$ cat src/hw/rtl/rce_pkg.sv
package rce_pkg;

  // Fixed data widths
  localparam int unsigned ValueWidth = 64;
  localparam int unsigned BcdDigits  = 20;
  localparam int unsigned BcdWidth   = BcdDigits * 4;

  // Conversion opcodes
  localparam logic [3:0] OP_DEC_BIN = 4'd0;
  localparam logic [3:0] OP_DEC_OCT = 4'd1;
  localparam logic [3:0] OP_DEC_HEX = 4'd2;
  localparam logic [3:0] OP_BIN_DEC = 4'd3;
  localparam logic [3:0] OP_BIN_OCT = 4'd4;
  localparam logic [3:0] OP_BIN_HEX = 4'd5;
  localparam logic [3:0] OP_OCT_DEC = 4'd6;
  localparam logic [3:0] OP_OCT_BIN = 4'd7;
  localparam logic [3:0] OP_OCT_HEX = 4'd8;

  // ASCII anchors
  localparam logic [6:0] ChZero = 7'h30;
  localparam logic [6:0] ChA    = 7'h41;

  typedef enum logic [1:0] {
    BASE_2  = 2'd0,
    BASE_8  = 2'd1,
    BASE_10 = 2'd2,
    BASE_16 = 2'd3
  } base_t;

  typedef struct packed {
    logic [3:0]            opcode;
    logic [ValueWidth-1:0] number;
  } in_item_t;

  typedef struct packed {
    logic [6:0] digit_char;
    logic       last_digit;
    logic       bad_digit;
  } out_item_t;

  // Map one digit value to its ASCII character
  function automatic logic [6:0] to_ascii(input logic [3:0] d);
    logic [6:0] ch;
    if (d < 4'd10) begin
      ch = ChZero + {3'b000, d};
    end else begin
      ch = ChA + {3'b000, d - 4'd10};
    end
    return ch;
  endfunction

endpackage

$ cat src/hw/rtl/rce_dabble_step.sv
module rce_dabble_step (
  input  logic [rce_pkg::BcdWidth-1:0] bcd_in,
  input  logic                         bit_in,
  output logic [rce_pkg::BcdWidth-1:0] bcd_out
);

  logic [rce_pkg::BcdWidth-1:0] adj;

  // Add three to every digit of five or more, then shift in the next bit
  always_comb begin
    for (int i = 0; i < rce_pkg::BcdDigits; i++) begin
      if (bcd_in[i*4 +: 4] >= 4'd5) begin
        adj[i*4 +: 4] = bcd_in[i*4 +: 4] + 4'd3;
      end else begin
        adj[i*4 +: 4] = bcd_in[i*4 +: 4];
      end
    end
    bcd_out = {adj[rce_pkg::BcdWidth-2:0], bit_in};
  end

endmodule

$ cat src/hw/rtl/rce_out_reg.sv
module rce_out_reg (
  input  logic               clk,
  input  logic               rst_n,
  input  logic               push_valid,
  output logic               push_ready,
  input  rce_pkg::out_item_t push_data,
  output logic               out_valid,
  input  logic               out_ready,
  output rce_pkg::out_item_t out_data
);

  logic               valid_r;
  rce_pkg::out_item_t data_r;

  assign push_ready = !valid_r || out_ready;
  assign out_valid  = valid_r;
  assign out_data   = data_r;

  // Hold the item until taken; refill in the same cycle
  always_ff @(posedge clk) begin
    if (!rst_n) begin
      valid_r <= 1'b0;
    end else if (push_ready) begin
      valid_r <= push_valid;
    end
  end

  always_ff @(posedge clk) begin
    if (push_ready && push_valid) begin
      data_r <= push_data;
    end
  end

endmodule

$ cat src/hw/rtl/radix_conversion_engine_unit.sv
// Sequence: a decimal source to base 2/8/16 loads the value, skips leading zeros and
//   emits one character per cycle while the output is not stalled; a decimal target
//   adds a binary-to-BCD pass, and a binary or octal source first runs a BCD pass
//   and a digit fold.
// Throughput: one item at a time, set by the shared double-dabble step and the
//   one-character-per-cycle emit shifter; a new item waits for the last character.
// Reset: synchronous active-low rst_n clears the sequencer, the working value and
//   output valid.
module radix_conversion_engine_unit (
  input  logic              clk,
  input  logic              rst_n,
  input  logic              in_valid,
  output logic              in_ready,
  input  rce_pkg::in_item_t in_data,
  output logic              out_valid,
  input  logic              out_ready,
  output rce_pkg::out_item_t out_data
);

  typedef enum logic [6:0] {
    ST_IDLE    = 7'b0000001,
    ST_DAB_SRC = 7'b0000010,
    ST_HORNER  = 7'b0000100,
    ST_DAB_DST = 7'b0001000,
    ST_SKIP    = 7'b0010000,
    ST_EMIT    = 7'b0100000,
    ST_ERR     = 7'b1000000
  } state_t;

  localparam int unsigned VW = rce_pkg::ValueWidth;
  localparam int unsigned BW = rce_pkg::BcdWidth;

  state_t                state_r, state_nxt;
  logic [6:0]            cnt_r, cnt_nxt;
  logic [VW-1:0]         work_r, work_nxt;
  logic [BW-1:0]         bcd_r, bcd_nxt;
  rce_pkg::base_t        src_r, src_nxt, dst_r, dst_nxt;
  logic                  bad_r, bad_nxt;

  rce_pkg::base_t        dec_src, dec_dst;
  logic                  dec_ok;
  logic [BW-1:0]         dab_out;
  logic [3:0]            top_digit;
  logic [3:0]            fold_digit;
  logic [VW-1:0]         fold_value;
  logic                  fold_bad;
  logic                  push_valid, push_ready;
  rce_pkg::out_item_t    push_data;

  // Left-align a value so the leading digit sits at the top of the emit register
  function automatic logic [BW-1:0] fmt_load(input rce_pkg::base_t b,
                                             input logic [VW-1:0] v);
    logic [BW-1:0] r;
    unique case (b)
      rce_pkg::BASE_8: r = {2'b00, v, {(BW-VW-2){1'b0}}};
      default:         r = {v, {(BW-VW){1'b0}}};
    endcase
    return r;
  endfunction

  // Digit slots for a value in a power-of-two base
  function automatic logic [6:0] fmt_count(input rce_pkg::base_t b);
    logic [6:0] c;
    unique case (b)
      rce_pkg::BASE_2: c = 7'(VW);
      rce_pkg::BASE_8: c = 7'((VW + 2) / 3);
      default:         c = 7'(VW / 4);
    endcase
    return c;
  endfunction

  function automatic logic [BW-1:0] shift_digit(input rce_pkg::base_t b,
                                                input logic [BW-1:0] v);
    logic [BW-1:0] r;
    unique case (b)
      rce_pkg::BASE_2: r = v << 1;
      rce_pkg::BASE_8: r = v << 3;
      default:         r = v << 4;
    endcase
    return r;
  endfunction

  // Decode the opcode into source and target bases
  always_comb begin
    dec_ok  = 1'b1;
    dec_src = rce_pkg::BASE_10;
    dec_dst = rce_pkg::BASE_2;
    unique case (in_data.opcode) inside
      rce_pkg::OP_DEC_BIN, rce_pkg::OP_DEC_OCT, rce_pkg::OP_DEC_HEX:
        dec_src = rce_pkg::BASE_10;
      rce_pkg::OP_BIN_DEC, rce_pkg::OP_BIN_OCT, rce_pkg::OP_BIN_HEX:
        dec_src = rce_pkg::BASE_2;
      rce_pkg::OP_OCT_DEC, rce_pkg::OP_OCT_BIN, rce_pkg::OP_OCT_HEX:
        dec_src = rce_pkg::BASE_8;
      default:
        dec_ok = 1'b0;
    endcase
    unique case (in_data.opcode) inside
      rce_pkg::OP_DEC_BIN, rce_pkg::OP_OCT_BIN:
        dec_dst = rce_pkg::BASE_2;
      rce_pkg::OP_DEC_OCT, rce_pkg::OP_BIN_OCT:
        dec_dst = rce_pkg::BASE_8;
      rce_pkg::OP_BIN_DEC, rce_pkg::OP_OCT_DEC:
        dec_dst = rce_pkg::BASE_10;
      default:
        dec_dst = rce_pkg::BASE_16;
    endcase
  end

  // Shared binary-to-BCD step
  rce_dabble_step u_dabble (
    .bcd_in  (bcd_r),
    .bit_in  (work_r[VW-1]),
    .bcd_out (dab_out)
  );

  // Pick the leading digit of the emit register
  always_comb begin
    unique case (dst_r)
      rce_pkg::BASE_2: top_digit = {3'b000, bcd_r[BW-1]};
      rce_pkg::BASE_8: top_digit = {1'b0, bcd_r[BW-1 -: 3]};
      default:         top_digit = bcd_r[BW-1 -: 4];
    endcase
  end

  // Fold one source digit into the value: shift by the source base and add
  always_comb begin
    fold_digit = bcd_r[BW-1 -: 4];
    if (src_r == rce_pkg::BASE_2) begin
      fold_value = (work_r << 1) + {{(VW-4){1'b0}}, fold_digit};
      fold_bad   = fold_digit > 4'd1;
    end else begin
      fold_value = (work_r << 3) + {{(VW-4){1'b0}}, fold_digit};
      fold_bad   = fold_digit > 4'd7;
    end
  end

  assign in_ready = (state_r == ST_IDLE);

  // Sequencer
  always_comb begin
    state_nxt  = state_r;
    cnt_nxt    = cnt_r;
    work_nxt   = work_r;
    bcd_nxt    = bcd_r;
    src_nxt    = src_r;
    dst_nxt    = dst_r;
    bad_nxt    = bad_r;
    push_valid = 1'b0;
    push_data  = '0;
    unique case (state_r)
      ST_IDLE: begin
        if (in_valid && dec_ok) begin
          src_nxt  = dec_src;
          dst_nxt  = dec_dst;
          work_nxt = in_data.number;
          bcd_nxt  = '0;
          bad_nxt  = 1'b0;
          if (dec_src != rce_pkg::BASE_10) begin
            state_nxt = ST_DAB_SRC;
            cnt_nxt   = 7'(VW - 1);
          end else if (dec_dst == rce_pkg::BASE_10) begin
            state_nxt = ST_DAB_DST;
            cnt_nxt   = 7'(VW - 1);
          end else begin
            bcd_nxt   = fmt_load(dec_dst, in_data.number);
            cnt_nxt   = fmt_count(dec_dst);
            state_nxt = ST_SKIP;
          end
        end
      end
      ST_DAB_SRC: begin
        bcd_nxt  = dab_out;
        work_nxt = work_r << 1;
        cnt_nxt  = cnt_r - 7'd1;
        if (cnt_r == 7'd0) begin
          state_nxt = ST_HORNER;
          cnt_nxt   = 7'(rce_pkg::BcdDigits - 1);
        end
      end
      ST_HORNER: begin
        work_nxt = fold_value;
        bcd_nxt  = bcd_r << 4;
        bad_nxt  = bad_r | fold_bad;
        cnt_nxt  = cnt_r - 7'd1;
        if (cnt_r == 7'd0) begin
          if (bad_r || fold_bad) begin
            state_nxt = ST_ERR;
          end else if (dst_r == rce_pkg::BASE_10) begin
            state_nxt = ST_DAB_DST;
            cnt_nxt   = 7'(VW - 1);
          end else begin
            bcd_nxt   = fmt_load(dst_r, fold_value);
            cnt_nxt   = fmt_count(dst_r);
            state_nxt = ST_SKIP;
          end
        end
      end
      ST_DAB_DST: begin
        bcd_nxt  = dab_out;
        work_nxt = work_r << 1;
        cnt_nxt  = cnt_r - 7'd1;
        if (cnt_r == 7'd0) begin
          state_nxt = ST_SKIP;
          cnt_nxt   = 7'(rce_pkg::BcdDigits);
        end
      end
      ST_SKIP: begin
        // Drop leading zeros, keeping at least one digit
        if (top_digit == 4'd0 && cnt_r > 7'd1) begin
          bcd_nxt = shift_digit(dst_r, bcd_r);
          cnt_nxt = cnt_r - 7'd1;
        end else begin
          state_nxt = ST_EMIT;
        end
      end
      ST_EMIT: begin
        push_valid           = 1'b1;
        push_data.digit_char = rce_pkg::to_ascii(top_digit);
        push_data.last_digit = (cnt_r == 7'd1);
        push_data.bad_digit  = 1'b0;
        if (push_ready) begin
          bcd_nxt = shift_digit(dst_r, bcd_r);
          cnt_nxt = cnt_r - 7'd1;
          if (cnt_r == 7'd1) begin
            state_nxt = ST_IDLE;
          end
        end
      end
      ST_ERR: begin
        push_valid           = 1'b1;
        push_data.digit_char = '0;
        push_data.last_digit = 1'b1;
        push_data.bad_digit  = 1'b1;
        if (push_ready) begin
          state_nxt = ST_IDLE;
        end
      end
      default: begin
        state_nxt = ST_IDLE;
      end
    endcase
  end

  always_ff @(posedge clk) begin
    if (!rst_n) begin
      state_r <= ST_IDLE;
      cnt_r   <= '0;
      bad_r   <= 1'b0;
      work_r  <= '0;
    end else begin
      state_r <= state_nxt;
      cnt_r   <= cnt_nxt;
      bad_r   <= bad_nxt;
      work_r  <= work_nxt;
    end
  end

  always_ff @(posedge clk) begin
    bcd_r  <= bcd_nxt;
    src_r  <= src_nxt;
    dst_r  <= dst_nxt;
  end

  rce_out_reg u_out (
    .clk        (clk),
    .rst_n      (rst_n),
    .push_valid (push_valid),
    .push_ready (push_ready),
    .push_data  (push_data),
    .out_valid  (out_valid),
    .out_ready  (out_ready),
    .out_data   (out_data)
  );

  // An error item is always the final one
  a_err_last: assert property (@(posedge clk) disable iff (!rst_n)
    out_valid && out_data.bad_digit |-> out_data.last_digit)
    else $error("error item without last mark");

  // Emitting never runs with an empty digit count
  a_emit_cnt: assert property (@(posedge clk) disable iff (!rst_n)
    state_r == ST_EMIT |-> cnt_r != 7'd0)
    else $error("emit with zero digit count");

  // The source BCD pass consumes the whole value before the fold starts
  a_fold_clear: assert property (@(posedge clk) disable iff (!rst_n)
    state_r == ST_DAB_SRC && cnt_r == 7'd0 |=> work_r == '0 && state_r == ST_HORNER)
    else $error("fold started with stale value");

  // A valid opcode always starts a conversion
  a_start: assert property (@(posedge clk) disable iff (!rst_n)
    in_valid && in_ready && dec_ok |=> state_r != ST_IDLE)
    else $error("accepted item did not start");

endmodule
$ cat config.mk
export PLATFORM = sky130hd
export DESIGN_NAME = radix_conversion_engine_unit
export DESIGN_NICKNAME = d
export VERILOG_FILES = /design/src/hw/rtl/rce_pkg.sv /design/src/hw/rtl/rce_dabble_step.sv /design/src/hw/rtl/rce_out_reg.sv /design/src/hw/rtl/radix_conversion_engine_unit.sv
export SDC_FILE = /design/constraint.sdc
export NUM_CORES = 1
export LEC_CHECK = 0
export BUFFER_PORTS_ARGS = -buffer_cell sky130_fd_sc_hd__buf_4
export CAP_MARGIN = 20
export CELL_PAD_IN_SITES_DETAIL_PLACEMENT = 1
export CELL_PAD_IN_SITES_GLOBAL_PLACEMENT = 2
export CORE_AREA = 2 2 217 219
export DETAILED_ROUTE_END_ITERATION = 16
export DIE_AREA = 0 0 219 221
export GPL_ROUTABILITY_DRIVEN = 1
export PLACE_DENSITY_LB_ADDON = 0.1
export SYNTH_ARGS = -nofsm -noshare
export SYNTH_HDL_FRONTEND = slang
export SYNTH_SLANG_ARGS = --single-unit
export TNS_END_PERCENT = 10
$ cat constraint.sdc
create_clock -name clk -period 5.3 [get_ports clk]
set_input_delay 0.265 -clock clk [delete_from_list [all_inputs] [get_ports clk]]
set_output_delay 0.265 -clock clk [all_outputs]
set_load 0.01 [all_outputs]
==> Implementation_results.wiki <==
{| class="wikitable"
! Metric !! Value
|-
| Htree depth || 4
|-
| Top flip-flop cell by instance count after synthesis || edfxtp_1
|-
| Residual antenna-violating net count after detailed routing || 0
|-
| Most frequent cells after synthesis || nand2_1, a21oi_1, o21ai_0
|-
| Drc violations || 0
|-
| Number of nets in the layout || 2315
|-
| CP Depth || 10
|-
| Half-perimeter wire length after placement || 59.3 mm
|-
| Synth area leader || edfxtp_1
|-
| Clock tree skew after final layout || around 14 ps
|-
| Adder and majority gate portion of the synthesized area || 4.24%
|-
| Worst setup slack after placement || roughly 1400 ps
|-
| Wire length of the first global-routing pass || 123 mm
|-
| Endpoint arrival time on the critical path || ~4100 ps
|-
| Cell depth of the worst hold path || 3
|-
| Total global routing track utilization || 33.6%
|-
| Period minus WS final || 3960 ps
|-
| Die Ht || 221 um
|-
| Starting utilization of the core area || 37.5%
|-
| CTS tree || done
|-
| Yosys top cell area share || 16.2%
|-
| Data required, critical path || 5460 ps
|-
| Highest clock rate || 252 MHz
|-
| Critical Path Fanout Max || 39
|-
| Total of warnings raised by yosys || 0
|-
| Crit path buffers/inverters || 3
|-
| Width of the die || 219 um
|-
| Count of fill cells added during filler insertion || 5658
|-
| Remaining global-route overflow || 0
|-
| Simple-Gate Fraction of Synth Area || 22.7%
|-
| WL per Instance || 29.2 um
|-
| Post-synthesis xor/xnor area fraction || 4.61%
|-
| Type of destination of the critical path || flop
|-
| Clock sink count || 173
|-
| Tightest slew margin relative to the limit || 22.9%
|-
| Multi-input combinational cell area || 11800 um^2
|-
| Post-synthesis to final-layout area growth || 8.52%
|-
| Number of pins with negative max-slew slack in the final report || 0
|-
| Maximum capacitance violations || 0
|-
| Hold/Removal Path Class || primary input to flop
|-
| Synth Net Count || 2379
|-
| Die area || a little under 50000 um^2
|-
| Average vias per placed instance || 6.77
|-
| Outcome || completed
|-
| Final setup fails || 0
|-
| Area of placed instances || 18200 um^2
|-
| Final clock period utilization by the worst path || 74.8%
|-
| Number of flops mapped to enable cells by yosys || between 90 and 100
|-
| Final hold violations || 0
|-
| Largest net degree at the start of global routing || 84
|-
| Antenna fix cells || 0
|-
| Ranking of synthesized cells by area || edfxtp_1, dfxtp_1, a21oi_1
|-
| Clock insertion delay at the later pin of the skew report || 520 ps
|-
| Number of library cell types mapped by synthesis || 93
|-
| Standard-cell rows || between 70 and 80
|-
| Area used by sequential logic in the layout || 4390 um^2
|-
| Layout cell share with drive strength beyond 1 || between 10% and 20%
|-
| Startpoint types || flop
|-
| Cell count after synthesis || 2249
|-
| Placer Congestion || 1.02
|-
| Violation count after the first detailed-route iteration || about 2100
|-
| Cell Pwr Density || 441 nW/um^2
|-
| Number of buffers added for setup after CTS || 0
|-
| Core region area || 46100 um^2
|-
| Library cell with the highest instance count after synthesis || nand2_1
|-
| Initial antenna violation count || 0
|-
| Routed wire length || between 80 and 90 mm
|-
| Count of hold-fix buffers inserted at cts || 0
|-
| Total CTS buffers || 17
|-
| Number of storage elements in the synthesis netlist || 173
|-
| Crit path max-delay family || compound AO/OA/AOI/OAI gates
|-
| CTS root buf || clkbuf_16
|-
| Resized Gates After CTS || 0
|-
| Proportion of register bits with asynchronous set or reset after synthesis || 0%
|-
| Worst path setup slack after routing || 1340 ps
|-
| Combined area of all synthesized cells || between 15000 and 20000 um^2
|-
| I/O pin cnt || just over 80
|-
| Fraction of the yosys area taken by sequential cells || 25.4%
|-
| Critical Path Most Common Cell || inv_1
|-
| Via count of the routed design || approximately 19000
|-
| Leakage component of the power || 6.37 nW
|-
| Final instance area || around 19000 um^2
|-
| Cell chain of the critical path || inv_1 > ha_2 > inv_1 > o21ai_0 > a21oi_1 > ha_1 > o311a_1 > a21oi_2 > a211oi_4 > buf_4
|-
| Reg clk slew, reported paths || around 80 ps
|-
| Dominant combinational cell family by area after synthesis || compound AO/OA/AOI/OAI gates
|-
| Total of buffers placed on input and output ports || 82
|-
| Worst-case vdd ir drop || 0.359 mV
|-
| Final design utilization || 40.7%
|-
| R2R cell count || 10
|-
| Drt first pass iters || 5
|-
| Type of the setup path with the least slack || flop to flop
|-
| Post-synthesis mux area share || under 10%
|-
| Vias in the first global route || between 15000 and 20000
|-
| Library cell contributing the largest single delay on the critical path || buf_4
|-
| Worst-Margin Slew || 1150 ps
|-
| Largest stage delay on the critical path || 540 ps
|-
| Setup repair after global routing missed its margin || false
|-
| Final setup TNS || 0 ps
|-
| Synthesized-area fraction occupied by ao, oa, aoi and oai cells || 30.1%
|-
| Post-synthesis average cell area || 7.68 um^2
|-
| CTS Buffer Depth || 2
|}
[flip-flops by register name, indices dropped and copies added, names as in the netlist]
register	count
bcd_r	80
bad_r	1
src_r	2
cnt_r	7
state_r	7
dst_r	2
u_out.out_valid	1
work_r	64
u_out.out_data	9
[area by class of cell]
type                    instances  share of cell area (%)
clock buffers                  19                    2.42
repair buffers                127                    5.11
well taps                     607                    4.05
inverters                      77                    1.54
multi-input cells            1789                    62.9
flip-flops and latches        173                    23.4
clock inverters                13                   0.547
[path summary, 6_finish.rpt]
kind                    start    endpoint  slack (ps)
setup / recovery     dst_r[1]   bcd_r[36]        1340
hold / removal    in_data[29]  work_r[29]          70
setup reg to reg     dst_r[1]   bcd_r[36]        1340
hold reg to reg      cnt_r[2]    cnt_r[2]         530
[metal layers]
layer | part of all wire, % | wire length (um) | track usage, % | vias to the layer above
met5 | 0 | 0 | 0 | -
met4 | 2.6 | 2090 | 10.4 | 0
met3 | 8.0 | 6550 | 6.46 | 105
met2 | 44 | 35800 | 50.1 | 811
met1 | 46 | 37400 | 48.5 | 9633
li1 | - | - | - | 8430
[logic make-up (layout without fill, tap and decap cells)]
kind of cell,after synthesis,in the layout
AOI/OAI and AO/OA,782,782
and+or+nand+nor,760,760
buffers and inverters,287,236
DFF,173,173
muxes,98,98
xor gates and xnor gates,91,91
adders and majority gates,58,58
[layout by cell type, fill, tap and decap left out, types with 12 or more instances in the layout]
cell       synthesis  final
o21ai_0          168    168
or3_1             14     14
nand3_1           78     77
nor3b_1           27     27
nor3_1            72     72
and3_1            13     12
or4_1             16     16
a211oi_1          24     24
mux2i_1           48     48
a221oi_1          75     75
inv_1             77     77
a31oi_1           36     36
a21oi_1          216    216
mux2_2            49     49
nand2b_1          31     31
o211ai_1          36     36
a221o_1           35     35
nand2_1          228    227
xnor2_1           45     45
xor2_1            46     46
nor4_1            23     21
o31ai_1           26     26
nand4_1           59     59
ha_1              57     55
o221ai_1          18     18
buf_4              4    125
a22oi_1           32     32
o22ai_1           14     14
edfxtp_1          93     93
dfxtp_1           80     80
nor2_1           130    127
clkbuf_16          0     18
[worst register-to-register path, cell delays in order, from the launching register on]
cell and delay [ps]:
edfxtp_1 500, inv_1 140, ha_2 370, inv_1 520
o21ai_0 200, a21oi_1 410, ha_1 240, o311a_1 220
a21oi_2 100, a211oi_4 320, buf_4 540
[power breakdown]
part	switching, mW	internal [mW]
Sequential	1.05	2.10
Combinational	2.48	1.31
Clock	0.687	0.635
[through the flow]
| stage | power [mW] | cells | hold WS [ps] |
|---|---|---|---|
| 5_1_grt | 8.76 | 2805 | 91.5 |
| 3_3_place_gp | 6.75 | 2771 | 503 |
| 2_1_floorplan | 5.37 | 2249 | 457 |
| 6_report | 8.27 | 2805 | 69.2 |
| 4_1_cts | 8.17 | 2804 | 45.3 |
| 3_5_place_dp | 6.84 | 2772 | 519 |
Note: power is estimated with default switching activity, not from simulation.
